===== src/rtl/tsu_pkg.sv =====
`timescale 1ns / 1ps
`default_nettype none
// ----------------------------------------------------------------------------
// tsu_pkg
// Types, codes and the dispatch table shared by the Thumb-16 store unit.
// ----------------------------------------------------------------------------
package tsu_pkg;

    localparam int XLEN      = 32;
    localparam int NUM_LOW   = 8;
    localparam int LOW_IDX_W = 3;

    localparam logic [3:0] REG_SP = 4'd8;
    localparam logic [3:0] REG_LR = 4'd9;

    localparam logic [4:0] OP5_STR_IMM  = 5'b01100;
    localparam logic [4:0] OP5_STR_SP   = 5'b10010;
    localparam logic [4:0] OP5_STRB_IMM = 5'b01110;
    localparam logic [4:0] OP5_STRH_IMM = 5'b10000;
    localparam logic [6:0] OP7_STRB_REG = 7'b0101010;
    localparam logic [6:0] OP7_STRH_REG = 7'b0101001;
    localparam logic [6:0] OP7_PUSH     = 7'b1011010;

    typedef struct packed {
        logic        func;
        logic [3:0]  reg_index;
        logic [31:0] reg_value;
        logic [15:0] instruction;
        logic [31:0] pc_value;
    } t_in;

    typedef struct packed {
        logic [31:0] store_address;
        logic [31:0] store_data;
        logic [1:0]  store_size;
        logic        cache_invalidate;
        logic [31:0] next_pc;
        logic [31:0] stack_after;
        logic [1:0]  error_code;
        logic        last;
    } t_out;

    typedef enum logic [1:0] {
        ERR_OK    = 2'd0,
        ERR_BAD   = 2'd1,
        ERR_EMPTY = 2'd2
    } t_err;

    typedef enum logic [3:0] {
        U_STR_IMM_RD  = 4'd0,
        U_STR_IMM_EX  = 4'd1,
        U_STR_SP_RD   = 4'd2,
        U_STR_SP_EX   = 4'd3,
        U_STRB_IMM_RD = 4'd4,
        U_STRB_IMM_EX = 4'd5,
        U_STRH_IMM_RD = 4'd6,
        U_STRH_IMM_EX = 4'd7,
        U_REG_RD      = 4'd8,
        U_REG_SUM     = 4'd9,
        U_REG_EX      = 4'd10,
        U_BAD         = 4'd11,
        U_PUSH_EMPTY  = 4'd12,
        U_PUSH_LR     = 4'd13,
        U_PUSH_PREP   = 4'd14,
        U_PUSH_REG    = 4'd15
    } t_upc;

    typedef enum logic [1:0] {
        RA_NONE = 2'd0,
        RA_RN   = 2'd1,
        RA_RT   = 2'd2
    } t_ra_sel;

    typedef enum logic [2:0] {
        RB_NONE = 3'd0,
        RB_RM   = 3'd1,
        RB_RT   = 3'd2,
        RB_RTHI = 3'd3,
        RB_TOP  = 3'd4
    } t_rb_sel;

    typedef enum logic [2:0] {
        BS_ZERO  = 3'd0,
        BS_RA    = 3'd1,
        BS_SP    = 3'd2,
        BS_PADDR = 3'd3,
        BS_ADDR  = 3'd4
    } t_base;

    typedef enum logic [2:0] {
        OF_ZERO    = 3'd0,
        OF_IMM5X4  = 3'd1,
        OF_IMM8X4  = 3'd2,
        OF_IMM5    = 3'd3,
        OF_IMM5X2  = 3'd4,
        OF_RB      = 3'd5
    } t_off;

    typedef enum logic [1:0] {
        D_ZERO = 2'd0,
        D_RA   = 2'd1,
        D_RB   = 2'd2,
        D_LR   = 2'd3
    } t_dsel;

    typedef enum logic [2:0] {
        SZ_NONE  = 3'd0,
        SZ_BYTE  = 3'd1,
        SZ_HALF  = 3'd2,
        SZ_WORD  = 3'd3,
        SZ_BY_OP = 3'd4
    } t_sz;

    typedef enum logic [1:0] {
        C_NEXT = 2'd0,
        C_END  = 2'd1,
        C_LOOP = 2'd2
    } t_cond;

    typedef struct packed {
        logic    emit;
        t_ra_sel ra;
        t_rb_sel rb;
        t_base   base;
        t_off    off;
        t_dsel   dsel;
        t_sz     size;
        logic    inval;
        t_err    err;
        logic    lat_addr;
        logic    pop;
        logic    sp_wr;
        t_cond   cond;
        t_upc    next;
    } t_uop;

    typedef struct packed {
        logic accept;
        logic exec;
        logic ends;
        t_uop uop;
    } t_ctl;

    typedef struct packed {
        logic slot_free;
        logic mask_next_zero;
    } t_dp_stat;

    function automatic t_upc dispatch(input logic [15:0] ins);
        t_upc e;
        begin
            e = U_BAD;
            if (ins[15:11] == OP5_STR_IMM) begin
                e = U_STR_IMM_RD;
            end else if (ins[15:11] == OP5_STR_SP) begin
                e = U_STR_SP_RD;
            end else if (ins[15:11] == OP5_STRB_IMM) begin
                e = U_STRB_IMM_RD;
            end else if (ins[15:9] == OP7_STRB_REG) begin
                e = U_REG_RD;
            end else if (ins[15:11] == OP5_STRH_IMM) begin
                e = U_STRH_IMM_RD;
            end else if (ins[15:9] == OP7_STRH_REG) begin
                e = U_REG_RD;
            end else if (ins[15:9] == OP7_PUSH) begin
                if (ins[8:0] == 9'd0) begin
                    e = U_PUSH_EMPTY;
                end else if (ins[8]) begin
                    e = U_PUSH_LR;
                end else begin
                    e = U_PUSH_PREP;
                end
            end
            return e;
        end
    endfunction

endpackage
`default_nettype wire


===== src/rtl/tsu_ram.sv =====
`timescale 1ns / 1ps
`default_nettype none
// ----------------------------------------------------------------------------
// tsu_ram
// Generic RAM, one write port and two registered read ports.
// ----------------------------------------------------------------------------
module tsu_ram #(
    parameter int WIDTH = 32,
    parameter int DEPTH = 8
) (
    input  wire logic                     i_clk,
    input  wire logic                     i_we,
    input  wire logic [$clog2(DEPTH)-1:0] i_waddr,
    input  wire logic [WIDTH-1:0]         i_wdata,
    input  wire logic                     i_re_a,
    input  wire logic [$clog2(DEPTH)-1:0] i_raddr_a,
    output logic      [WIDTH-1:0]         o_rdata_a,
    input  wire logic                     i_re_b,
    input  wire logic [$clog2(DEPTH)-1:0] i_raddr_b,
    output logic      [WIDTH-1:0]         o_rdata_b
);

    logic [WIDTH-1:0] r_mem [DEPTH];
    logic [WIDTH-1:0] r_rdata_a;
    logic [WIDTH-1:0] r_rdata_b;

    always_ff @(posedge i_clk) begin
        if (i_we) begin
            r_mem[i_waddr] <= i_wdata;
        end
        if (i_re_a) begin
            r_rdata_a <= r_mem[i_raddr_a];
        end
        if (i_re_b) begin
            r_rdata_b <= r_mem[i_raddr_b];
        end
    end

    assign o_rdata_a = r_rdata_a;
    assign o_rdata_b = r_rdata_b;

endmodule
`default_nettype wire


===== src/rtl/tsu_seq.sv =====
`timescale 1ns / 1ps
`default_nettype none
// ----------------------------------------------------------------------------
// tsu_seq
// Microcode sequencer: program counter, control store and dispatch.
// ----------------------------------------------------------------------------
module tsu_seq (
    input  wire logic               i_clk,
    input  wire logic               i_rst_n,
    input  wire logic               i_in_valid,
    input  wire logic               i_func,
    input  wire logic [15:0]        i_instruction,
    input  wire tsu_pkg::t_dp_stat  i_stat,
    output logic                    o_busy,
    output tsu_pkg::t_ctl           o_ctl
);
    import tsu_pkg::*;

    logic r_busy;
    t_upc r_upc;
    t_upc n_upc;
    t_uop uop;
    logic accept;
    logic exec;
    logic ends;

    function automatic t_uop ucode(input t_upc pc);
        t_uop u;
        begin
            u = '0;
            unique case (pc) inside
                U_STR_IMM_RD, U_STRB_IMM_RD, U_STRH_IMM_RD: begin
                    u.ra   = RA_RN;
                    u.rb   = RB_RT;
                    u.cond = C_NEXT;
                    u.next = t_upc'(pc + 4'd1);
                end
                U_STR_IMM_EX: begin
                    u.emit = 1'b1;
                    u.base = BS_RA;
                    u.off  = OF_IMM5X4;
                    u.dsel = D_RB;
                    u.size = SZ_WORD;
                    u.cond = C_END;
                end
                U_STR_SP_RD: begin
                    u.rb   = RB_RTHI;
                    u.cond = C_NEXT;
                    u.next = U_STR_SP_EX;
                end
                U_STR_SP_EX: begin
                    u.emit = 1'b1;
                    u.base = BS_SP;
                    u.off  = OF_IMM8X4;
                    u.dsel = D_RB;
                    u.size = SZ_WORD;
                    u.cond = C_END;
                end
                U_STRB_IMM_EX: begin
                    u.emit = 1'b1;
                    u.base = BS_RA;
                    u.off  = OF_IMM5;
                    u.dsel = D_RB;
                    u.size = SZ_BYTE;
                    u.cond = C_END;
                end
                U_STRH_IMM_EX: begin
                    u.emit = 1'b1;
                    u.base = BS_RA;
                    u.off  = OF_IMM5X2;
                    u.dsel = D_RB;
                    u.size = SZ_HALF;
                    u.cond = C_END;
                end
                U_REG_RD: begin
                    u.ra   = RA_RN;
                    u.rb   = RB_RM;
                    u.cond = C_NEXT;
                    u.next = U_REG_SUM;
                end
                U_REG_SUM: begin
                    u.base     = BS_RA;
                    u.off      = OF_RB;
                    u.lat_addr = 1'b1;
                    u.ra       = RA_RT;
                    u.cond     = C_NEXT;
                    u.next     = U_REG_EX;
                end
                U_REG_EX: begin
                    u.emit = 1'b1;
                    u.base = BS_ADDR;
                    u.off  = OF_ZERO;
                    u.dsel = D_RA;
                    u.size = SZ_BY_OP;
                    u.cond = C_END;
                end
                U_BAD: begin
                    u.emit = 1'b1;
                    u.err  = ERR_BAD;
                    u.cond = C_END;
                end
                U_PUSH_EMPTY: begin
                    u.emit = 1'b1;
                    u.err  = ERR_EMPTY;
                    u.cond = C_END;
                end
                U_PUSH_LR: begin
                    u.emit  = 1'b1;
                    u.base  = BS_PADDR;
                    u.dsel  = D_LR;
                    u.size  = SZ_WORD;
                    u.inval = 1'b1;
                    u.rb    = RB_TOP;
                    u.sp_wr = 1'b1;
                    u.cond  = C_LOOP;
                    u.next  = U_PUSH_REG;
                end
                U_PUSH_PREP: begin
                    u.rb   = RB_TOP;
                    u.cond = C_NEXT;
                    u.next = U_PUSH_REG;
                end
                U_PUSH_REG: begin
                    u.emit  = 1'b1;
                    u.base  = BS_PADDR;
                    u.dsel  = D_RB;
                    u.size  = SZ_WORD;
                    u.inval = 1'b1;
                    u.pop   = 1'b1;
                    u.rb    = RB_TOP;
                    u.sp_wr = 1'b1;
                    u.cond  = C_LOOP;
                    u.next  = U_PUSH_REG;
                end
            endcase
            return u;
        end
    endfunction

    assign uop    = ucode(r_upc);
    assign accept = i_in_valid && !r_busy;
    assign exec   = r_busy && (!uop.emit || i_stat.slot_free);
    assign ends   = (uop.cond == C_END) || ((uop.cond == C_LOOP) && i_stat.mask_next_zero);

    always_comb begin
        n_upc = r_upc;
        if (accept && i_func) begin
            n_upc = dispatch(i_instruction);
        end else if (exec && !ends) begin
            n_upc = uop.next;
        end
    end

    always_ff @(posedge i_clk) begin
        if (!i_rst_n) begin
            r_busy <= 1'b0;
        end else if (accept && i_func) begin
            r_busy <= 1'b1;
        end else if (exec && ends) begin
            r_busy <= 1'b0;
        end
    end

    always_ff @(posedge i_clk) begin
        if (!i_rst_n) begin
            r_upc <= U_BAD;
        end else begin
            r_upc <= n_upc;
        end
    end

    assign o_busy      = r_busy;
    assign o_ctl.accept = accept;
    assign o_ctl.exec   = exec;
    assign o_ctl.ends   = ends;
    assign o_ctl.uop    = uop;

endmodule
`default_nettype wire


===== src/rtl/tsu_datapath.sv =====
`timescale 1ns / 1ps
`default_nettype none
// ----------------------------------------------------------------------------
// tsu_datapath
// Register file, address adder, push bookkeeping and the result register.
// ----------------------------------------------------------------------------
module tsu_datapath (
    input  wire logic              i_clk,
    input  wire logic              i_rst_n,
    input  wire tsu_pkg::t_in      i_in,
    input  wire tsu_pkg::t_ctl     i_ctl,
    input  wire logic              i_out_stall,
    output tsu_pkg::t_dp_stat      o_stat,
    output logic                   o_out_valid,
    output tsu_pkg::t_out          o_out
);
    import tsu_pkg::*;

    logic [15:0]          r_ins;
    logic [XLEN-1:0]      r_npc;
    logic [XLEN-1:0]      r_sp;
    logic [XLEN-1:0]      r_lr;
    logic [XLEN-1:0]      r_sp_after;
    logic [XLEN-1:0]      r_paddr;
    logic [XLEN-1:0]      r_addr;
    logic [NUM_LOW-1:0]   r_mask;
    logic [NUM_LOW-1:0]   r_valid;
    logic                 r_va;
    logic                 r_vb;
    logic                 r_out_valid;
    t_out                 r_out;

    t_uop                 uop;
    logic                 wr_low;
    logic                 re_a;
    logic                 re_b;
    logic [LOW_IDX_W-1:0] raddr_a;
    logic [LOW_IDX_W-1:0] raddr_b;
    logic [XLEN-1:0]      rdata_a;
    logic [XLEN-1:0]      rdata_b;
    logic [XLEN-1:0]      ra_v;
    logic [XLEN-1:0]      rb_v;
    logic [NUM_LOW-1:0]   n_mask;
    logic [XLEN-1:0]      base_v;
    logic [XLEN-1:0]      off_v;
    logic [XLEN-1:0]      sum;
    logic [XLEN-1:0]      data_v;
    logic [1:0]           size_v;
    logic [3:0]           push_cnt;
    logic                 is_push;
    logic                 emit;
    t_out                 n_out;

    function automatic logic [LOW_IDX_W-1:0] top_idx(input logic [NUM_LOW-1:0] m);
        logic [LOW_IDX_W-1:0] idx;
        begin
            idx = '0;
            for (int i = 0; i < NUM_LOW; i++) begin
                if (m[i]) begin
                    idx = LOW_IDX_W'(i);
                end
            end
            return idx;
        end
    endfunction

    function automatic logic [3:0] count9(input logic [8:0] v);
        logic [3:0] c;
        begin
            c = '0;
            for (int i = 0; i < 9; i++) begin
                c = c + 4'(v[i]);
            end
            return c;
        end
    endfunction

    assign uop    = i_ctl.uop;
    assign emit   = i_ctl.exec && uop.emit;
    assign wr_low = i_ctl.accept && !i_in.func && (i_in.reg_index < 4'(NUM_LOW));

    // register file reads
    always_comb begin
        re_a    = i_ctl.exec && (uop.ra != RA_NONE);
        re_b    = i_ctl.exec && (uop.rb != RB_NONE);
        raddr_a = r_ins[5:3];
        raddr_b = r_ins[2:0];
        case (uop.ra)
            RA_RT:   raddr_a = r_ins[2:0];
            default: raddr_a = r_ins[5:3];
        endcase
        case (uop.rb)
            RB_RM:   raddr_b = r_ins[8:6];
            RB_RTHI: raddr_b = r_ins[10:8];
            RB_TOP:  raddr_b = top_idx(n_mask);
            default: raddr_b = r_ins[2:0];
        endcase
    end

    tsu_ram #(
        .WIDTH (XLEN),
        .DEPTH (NUM_LOW)
    ) u_regs (
        .i_clk     (i_clk),
        .i_we      (wr_low),
        .i_waddr   (i_in.reg_index[LOW_IDX_W-1:0]),
        .i_wdata   (i_in.reg_value),
        .i_re_a    (re_a),
        .i_raddr_a (raddr_a),
        .o_rdata_a (rdata_a),
        .i_re_b    (re_b),
        .i_raddr_b (raddr_b),
        .o_rdata_b (rdata_b)
    );

    // unwritten low registers read as zero
    assign ra_v = r_va ? rdata_a : '0;
    assign rb_v = r_vb ? rdata_b : '0;

    assign n_mask = uop.pop ? (r_mask & ~(NUM_LOW'(1) << top_idx(r_mask))) : r_mask;

    always_comb begin
        case (uop.base)
            BS_RA:    base_v = ra_v;
            BS_SP:    base_v = r_sp;
            BS_PADDR: base_v = r_paddr;
            BS_ADDR:  base_v = r_addr;
            default:  base_v = '0;
        endcase
        case (uop.off)
            OF_IMM5X4: off_v = {25'd0, r_ins[10:6], 2'b00};
            OF_IMM8X4: off_v = {22'd0, r_ins[7:0], 2'b00};
            OF_IMM5:   off_v = {27'd0, r_ins[10:6]};
            OF_IMM5X2: off_v = {26'd0, r_ins[10:6], 1'b0};
            OF_RB:     off_v = rb_v;
            default:   off_v = '0;
        endcase
        case (uop.dsel)
            D_RA:    data_v = ra_v;
            D_RB:    data_v = rb_v;
            D_LR:    data_v = r_lr;
            default: data_v = '0;
        endcase
        case (uop.size)
            SZ_BYTE:  size_v = 2'd1;
            SZ_HALF:  size_v = 2'd2;
            SZ_WORD:  size_v = 2'd3;
            SZ_BY_OP: size_v = r_ins[9] ? 2'd2 : 2'd1;
            default:  size_v = 2'd0;
        endcase
    end

    assign sum = base_v + off_v;

    always_comb begin
        n_out.store_address    = sum;
        case (size_v)
            2'd1:    n_out.store_data = {24'd0, data_v[7:0]};
            2'd2:    n_out.store_data = {16'd0, data_v[15:0]};
            2'd3:    n_out.store_data = data_v;
            default: n_out.store_data = '0;
        endcase
        n_out.store_size       = size_v;
        n_out.cache_invalidate = uop.inval;
        n_out.next_pc          = r_npc;
        n_out.stack_after      = r_sp_after;
        n_out.error_code       = uop.err;
        n_out.last             = i_ctl.ends;
    end

    assign push_cnt = count9(i_in.instruction[8:0]);
    assign is_push  = (i_in.instruction[15:9] == OP7_PUSH);

    // control state
    always_ff @(posedge i_clk) begin
        if (!i_rst_n) begin
            r_valid     <= '0;
            r_sp        <= '0;
            r_lr        <= '0;
            r_out_valid <= 1'b0;
        end else begin
            if (wr_low) begin
                r_valid[i_in.reg_index[LOW_IDX_W-1:0]] <= 1'b1;
            end
            if (i_ctl.accept && !i_in.func && (i_in.reg_index == REG_SP)) begin
                r_sp <= i_in.reg_value;
            end else if (i_ctl.exec && i_ctl.ends && uop.sp_wr) begin
                r_sp <= r_sp_after;
            end
            if (i_ctl.accept && !i_in.func && (i_in.reg_index == REG_LR)) begin
                r_lr <= i_in.reg_value;
            end
            if (emit) begin
                r_out_valid <= 1'b1;
            end else if (!i_out_stall) begin
                r_out_valid <= 1'b0;
            end
        end
    end

    // working registers
    always_ff @(posedge i_clk) begin
        if (i_ctl.accept && i_in.func) begin
            r_ins      <= i_in.instruction;
            r_npc      <= i_in.pc_value + 32'd2;
            r_mask     <= i_in.instruction[7:0];
            r_paddr    <= r_sp - 32'd4;
            r_sp_after <= is_push ? (r_sp - {26'd0, push_cnt, 2'b00}) : r_sp;
        end else if (i_ctl.exec) begin
            r_mask <= n_mask;
            if (uop.emit && (uop.base == BS_PADDR)) begin
                r_paddr <= r_paddr - 32'd4;
            end
        end
        if (i_ctl.exec && uop.lat_addr) begin
            r_addr <= sum;
        end
        if (re_a) begin
            r_va <= r_valid[raddr_a];
        end
        if (re_b) begin
            r_vb <= r_valid[raddr_b];
        end
        if (emit) begin
            r_out <= n_out;
        end
    end

    assign o_stat.slot_free      = !r_out_valid || !i_out_stall;
    assign o_stat.mask_next_zero = (n_mask == '0);
    assign o_out_valid           = r_out_valid;
    assign o_out                 = r_out;

endmodule
`default_nettype wire


===== src/rtl/thumb16_store_unit.sv =====
`timescale 1ns / 1ps
`default_nettype none
// ----------------------------------------------------------------------------
// thumb16_store_unit
// Thumb-16 store and push execute unit with its own R0-R7, SP and LR.
// ----------------------------------------------------------------------------
// Input channel i_in (valid/stall): func 0 loads R0-R7, SP or LR and gives no
// beat; func 1 executes the instruction and gives store beats on o_out, last
// set on the final one; a bad encoding or empty push gives one error beat.
// Microcode steps per instruction after its accept; each store step waits on the
// result register and puts one store beat in it:
//   STR/STRB/STRH immediate, STR SP-relative: a read step, then the store step
//   STRB/STRH register offset: two register file read steps, then the store step
//   PUSH: one store step per listed register, LR first; without LR a prefetch step first
//   error beat: a single step that emits it
// One instruction is in flight at a time; i_in is stalled from its accept
// until its final beat is in the result register, so the next item can be taken
// in the cycle after the final step. The first beat appears in the cycle after
// the step that makes it.
// i_out_stall holds the result register; the sequencer waits on emitting steps
// until the beat can be replaced. Reset makes R0-R7, SP and LR read as zero,
// empties the result register and leaves the sequencer idle.
// ----------------------------------------------------------------------------
module thumb16_store_unit (
    input  wire logic          i_clk,
    input  wire logic          i_rst_n,
    input  wire logic          i_in_valid,
    output logic               o_in_stall,
    input  wire tsu_pkg::t_in  i_in,
    output logic               o_out_valid,
    input  wire logic          i_out_stall,
    output tsu_pkg::t_out      o_out
);
    import tsu_pkg::*;

    t_ctl     ctl;
    t_dp_stat stat;
    logic     busy;

    tsu_seq u_seq (
        .i_clk         (i_clk),
        .i_rst_n       (i_rst_n),
        .i_in_valid    (i_in_valid),
        .i_func        (i_in.func),
        .i_instruction (i_in.instruction),
        .i_stat        (stat),
        .o_busy        (busy),
        .o_ctl         (ctl)
    );

    tsu_datapath u_dp (
        .i_clk       (i_clk),
        .i_rst_n     (i_rst_n),
        .i_in        (i_in),
        .i_ctl       (ctl),
        .i_out_stall (i_out_stall),
        .o_stat      (stat),
        .o_out_valid (o_out_valid),
        .o_out       (o_out)
    );

    assign o_in_stall = busy;

endmodule
`default_nettype wire


===== config.mk =====
export PLATFORM = sky130hd
export DESIGN_NAME = thumb16_store_unit
export DESIGN_NICKNAME = d
export VERILOG_FILES = /design/src/rtl/tsu_pkg.sv /design/src/rtl/tsu_ram.sv /design/src/rtl/tsu_seq.sv /design/src/rtl/tsu_datapath.sv /design/src/rtl/thumb16_store_unit.sv
export SDC_FILE = /design/constraint.sdc
export NUM_CORES = 1
export LEC_CHECK = 0
export BUFFER_PORTS_ARGS = -buffer_cell sky130_fd_sc_hd__buf_2
export CAP_MARGIN = 20
export CORE_MARGIN = 2
export CORE_UTILIZATION = 50
export DETAILED_ROUTE_END_ITERATION = 16
export GPL_ROUTABILITY_DRIVEN = 0
export GPL_TIMING_DRIVEN = 0
export PLACE_DENSITY = 0.69
export SLEW_MARGIN = 20
export SYNTH_ARGS = -nofsm -noshare
export SYNTH_HDL_FRONTEND = slang
export SYNTH_SLANG_ARGS = --single-unit

===== constraint.sdc =====
create_clock -name i_clk -period 7.03 [get_ports i_clk]
set_input_delay 0.703 -clock i_clk [delete_from_list [all_inputs] [get_ports i_clk]]
set_output_delay 0.703 -clock i_clk [all_outputs]
set_load 0.1 [all_outputs]

==> results.md <==
- Sink Count: just under 700
- CP Data Required Time: roughly 7.4 ns
- Drt pass-1 iters: 7
- H-tree levels: 3
- Antenna viol nets, final: 0
- DRC Markers: 0
- CTS Hold Bufs: 0
- Number of synthesized register bits: just under 700
- Post-DP HPWL: 65.9 mm
- Final Hold Fails: 0
- Post-synthesis sequential area ratio: just over 60%
- Hold path startpoint: i_in[0]
- Die span in x: about 260 µm
- Height of the chip: approximately 260 µm
- Slowest-stage cell, CP: buf_1
- Root buffer cell: clkbuf_16
- Vias in the first global route: approximately 22,000
- Die Area: about 66,000 µm²
- Final Instance Area: 37,000 µm²
- Syn avg cell area: 14.1 µm²
- Hold EP: u_dp.r_npc[0]
- DP Area: 34,600 µm²
- Arrival time at the worst endpoint: approximately 6.7 ns
- Syn nets: approximately 2,400
- Mapped Cells: 2,262
- Final #Nets: 2,720
- Leakage Power: roughly 13 nW
- Initial antenna violation count: 4
- Final min period: approximately 6.3 ns
- Most frequent cells in the layout: edfxtp_1, buf_2, nand2_1
- GRT Total Usage: 26.8%
- Setup crit end kind: flop
- P_int: approximately 7.3 mW
- CTS tree: built
- DRT Wirelength: roughly 90 mm
- Commonest non-fill, non-tap cell in the layout: edfxtp_1
- Sequential Power Share: a little under half
- Layout fillers: ~4,900
- Fin worst setup slack: about 0.71 ns
- Outcome: finished, final reports clean
- Placed Cells incl. Taps: around 3,400
- CP bufs+invs: 6
- CORE AREA: between 60,000 and 70,000 µm²
- Worst-path cell chain: nand3b_1, buf_2, buf_2, buf_1, buf_1, clkbuf_1, nor2_1, a21oi_1, ha_1, inv_1, a211oi_1, nand4_1, nor4_2, o21a_1, nor2b_1, nand2_1, xor2_1
- Initial Util: 50.6%
- Max Cap Viol: 0
- RSZ-0062 raised after global routing: no
- Worst hold path type: in -> reg
- Grt ovf: 0
- Hold Path Stages: 1
- Clk pin slew, worst setup/hold paths: around 0.07 ns
- WL/cell: 25.4 µm
- Ranking of synthesized cells by area: edfxtp_1, mux4_2, dfxtp_1, nand2_1, mux2_2
- Drt via density: around 6.2
- Final Setup Violations: 0
- Layout cell share with drive strength beyond 1: roughly a quarter
- Crit path largest cell delay: 0.75 ns
- Reg2reg start: u_seq.o_busy
- R2R Path End: u_dp.r_paddr[30]
- FF-to-FF path depth: 17
- Num ports: about 230
- Via count: roughly 22,000
- Skew-Pair Late Insertion Delay: between 0.6 and 0.7 ns
- Switching share of total power: 27.2%
- Least-Margin Pin Slew: roughly 1.1 ns
- Clock Path Buffers: 3
- CTS Buf Count: 72
- Critical path type: reg -> reg
- Max Slew Vio Count: 0
- Post-cts resize count: 0
- Post-synth EDFFs: approximately 600
- Cell taking the most area after synthesis: edfxtp_1
- Crit path max fanout: 10
- NetSw: about 2.7 mW
- Max Clock Freq: 158 MHz
- P&R area growth vs syn: 15.8%
- Pre-CTS worst setup slack: 0.482 ns
- Largest net degree at the start of global routing: 90
- Peak supply drop: just under 200 µV
- CP top delay family: buffers and inverters
- Synth Flop Type: edfxtp_1
- First-pass GRT wire length: 132 mm
- Post-synthesis cell area: around 32,000 µm²
- CP Launch Type: flop
- Power Density: about 270 nW/µm²
- Clock power share: 38.5%
- Final Non-Filler Cells: approximately 3,500
- Final Cycle Share: approximately nine tenths
- Setup Skew: 0.0232 ns
- Port Buffers: between 200 and 250
- Total setup buffers inserted after CTS: 0
- Initial drt markers: between 2,000 and 2,500
- Slew HR: between 20% and 30%
- Reg2reg setup slack: about 0.71 ns
- Yosys top cell area share: ~56%
- FP Rows: 92
- Combinational share of power: between 10% and 20%
- Asr flop ratio synth: 0%
- Synth cell types: 77
- Synthesis warning total: 0
[routing by layer]
metal / track usage, % / vias up / part of all wire, %
met5: 0 / - / 0
met3: 4.66 / 208 / 9.0
li1: - / 9474 / -
met4: 11.3 / 0 / 3.9
met2: 44.6 / 1168 / 48
met1: 34.8 / 10700 / 39
[worst max-delay path by stage]
stage                    from                to  cells after the start
6_report         u_seq.o_busy  u_dp.r_paddr[30]                     17
5_1_grt        u_seq.r_upc[1]   u_dp.r_addr[31]                     17
4_1_cts          u_seq.o_busy  u_dp.r_paddr[30]                     17
3_5_place_dp         i_in[84]  u_dp.r_paddr[30]                     18
3_3_place_gp         i_in[84]   u_dp.r_paddr[3]                      7
2_1_floorplan    u_seq.o_busy  u_dp.r_paddr[10]                      6
[sequential cells by signal (all words and copies together) (netlist names), 32 cells and up]
signal,flops
u_dp.r_paddr,32
u_dp.r_addr,32
u_dp.r_lr,32
u_dp.u_regs.r_mem,256
u_dp.u_regs.o_rdata_b,32
u_dp.r_sp,32
u_dp.o_out,134
u_dp.r_npc,32
u_dp.u_regs.o_rdata_a,32
[cell type report]
cell class	count	area [µm²]	area share, %
sequential	679	19600	53.0
multi-input combinational	1393	11700	31.5
clock buffer	92	2000	5.40
timing repair buffer	245	1490	4.03
tap	846	1060	2.86
buffer	139	583	1.57
clock inverter	38	412	1.11
inverter	51	199	0.537
antenna	1	2.50	0.00676
[through the flow]
| stage | power, mW | setup TNS [ns] | util (%) | hold WS, ns |
|---|---|---|---|---|
| after floorplan | 5.80 | 0 | - | 0.400 |
| after global placement | 6.22 | -13.57 | 54.0 | 0.400 |
| after detailed placement | 6.24 | 0 | 54.8 | 0.405 |
| after CTS | 10.1 | 0 | 58.6 | 0.259 |
| after global routing | 10.4 | 0 | 58.6 | 0.276 |
| final | 10.1 | 0 | 58.6 | 0.281 |
[worst register-to-register path, cell delays in order, from the launching register on]
cell,delay (ns)
dfxtp_1,0.45
nand3b_1,0.34
buf_2,0.37
buf_2,0.35
buf_1,0.75
buf_1,0.74
clkbuf_1,0.46
nor2_1,0.08
a21oi_1,0.18
ha_1,0.21
inv_1,0.05
a211oi_1,0.24
nand4_1,0.32
nor4_2,0.68
o21a_1,0.36
nor2b_1,0.25
nand2_1,0.09
xor2_1,0.16
[power by group through the flow]
stage,sequential [mW],combinational (mW),clock [mW]
floorplan,5.05,0.752,0
global placement,4.72,1.50,0
detailed placement,4.70,1.54,0
CTS,4.62,1.55,3.93
global route,4.63,1.65,4.08
finish,4.62,1.56,3.88
[Yosys cell counts (4+ instances only)]
cell type	n
mux2i_1	60
clkbuf_1	102
o22ai_1	4
a32o_1	6
a32oi_1	34
o211a_1	33
fa_1	7
dfxtp_1	78
edfxtp_1	601
nand3_1	70
buf_1	13
o21bai_1	6
mux2_2	69
a21boi_0	35
nand4_1	7
inv_1	50
nor3_1	50
nor4_1	9
buf_2	19
a21o_1	12
a31oi_1	6
o211ai_1	9
xnor2_1	78
a222oi_1	31
nand2_1	227
a22oi_1	7
nand2b_1	9
o21ai_0	80
xor2_1	42
and3_1	39
nor2_1	104
mux4_2	132
a211oi_1	10
ha_1	43
nor2b_1	15
o21a_1	18
o31ai_1	7
and2_1	6
a21oi_1	69
buf_6	4
[cells by family after synthesis]
| kind of cell | synth area share (%) |
|---|---|
| compound gates | 8.96 |
| buf+inv | 2.41 |
| mux | 13.7 |
| xor+xnor | 3.29 |
| fa+ha+maj | 2.22 |
| flops | 61.3 |
| simple gates | 8.13 |
Note: power is estimated with default switching activity, not from simulation.
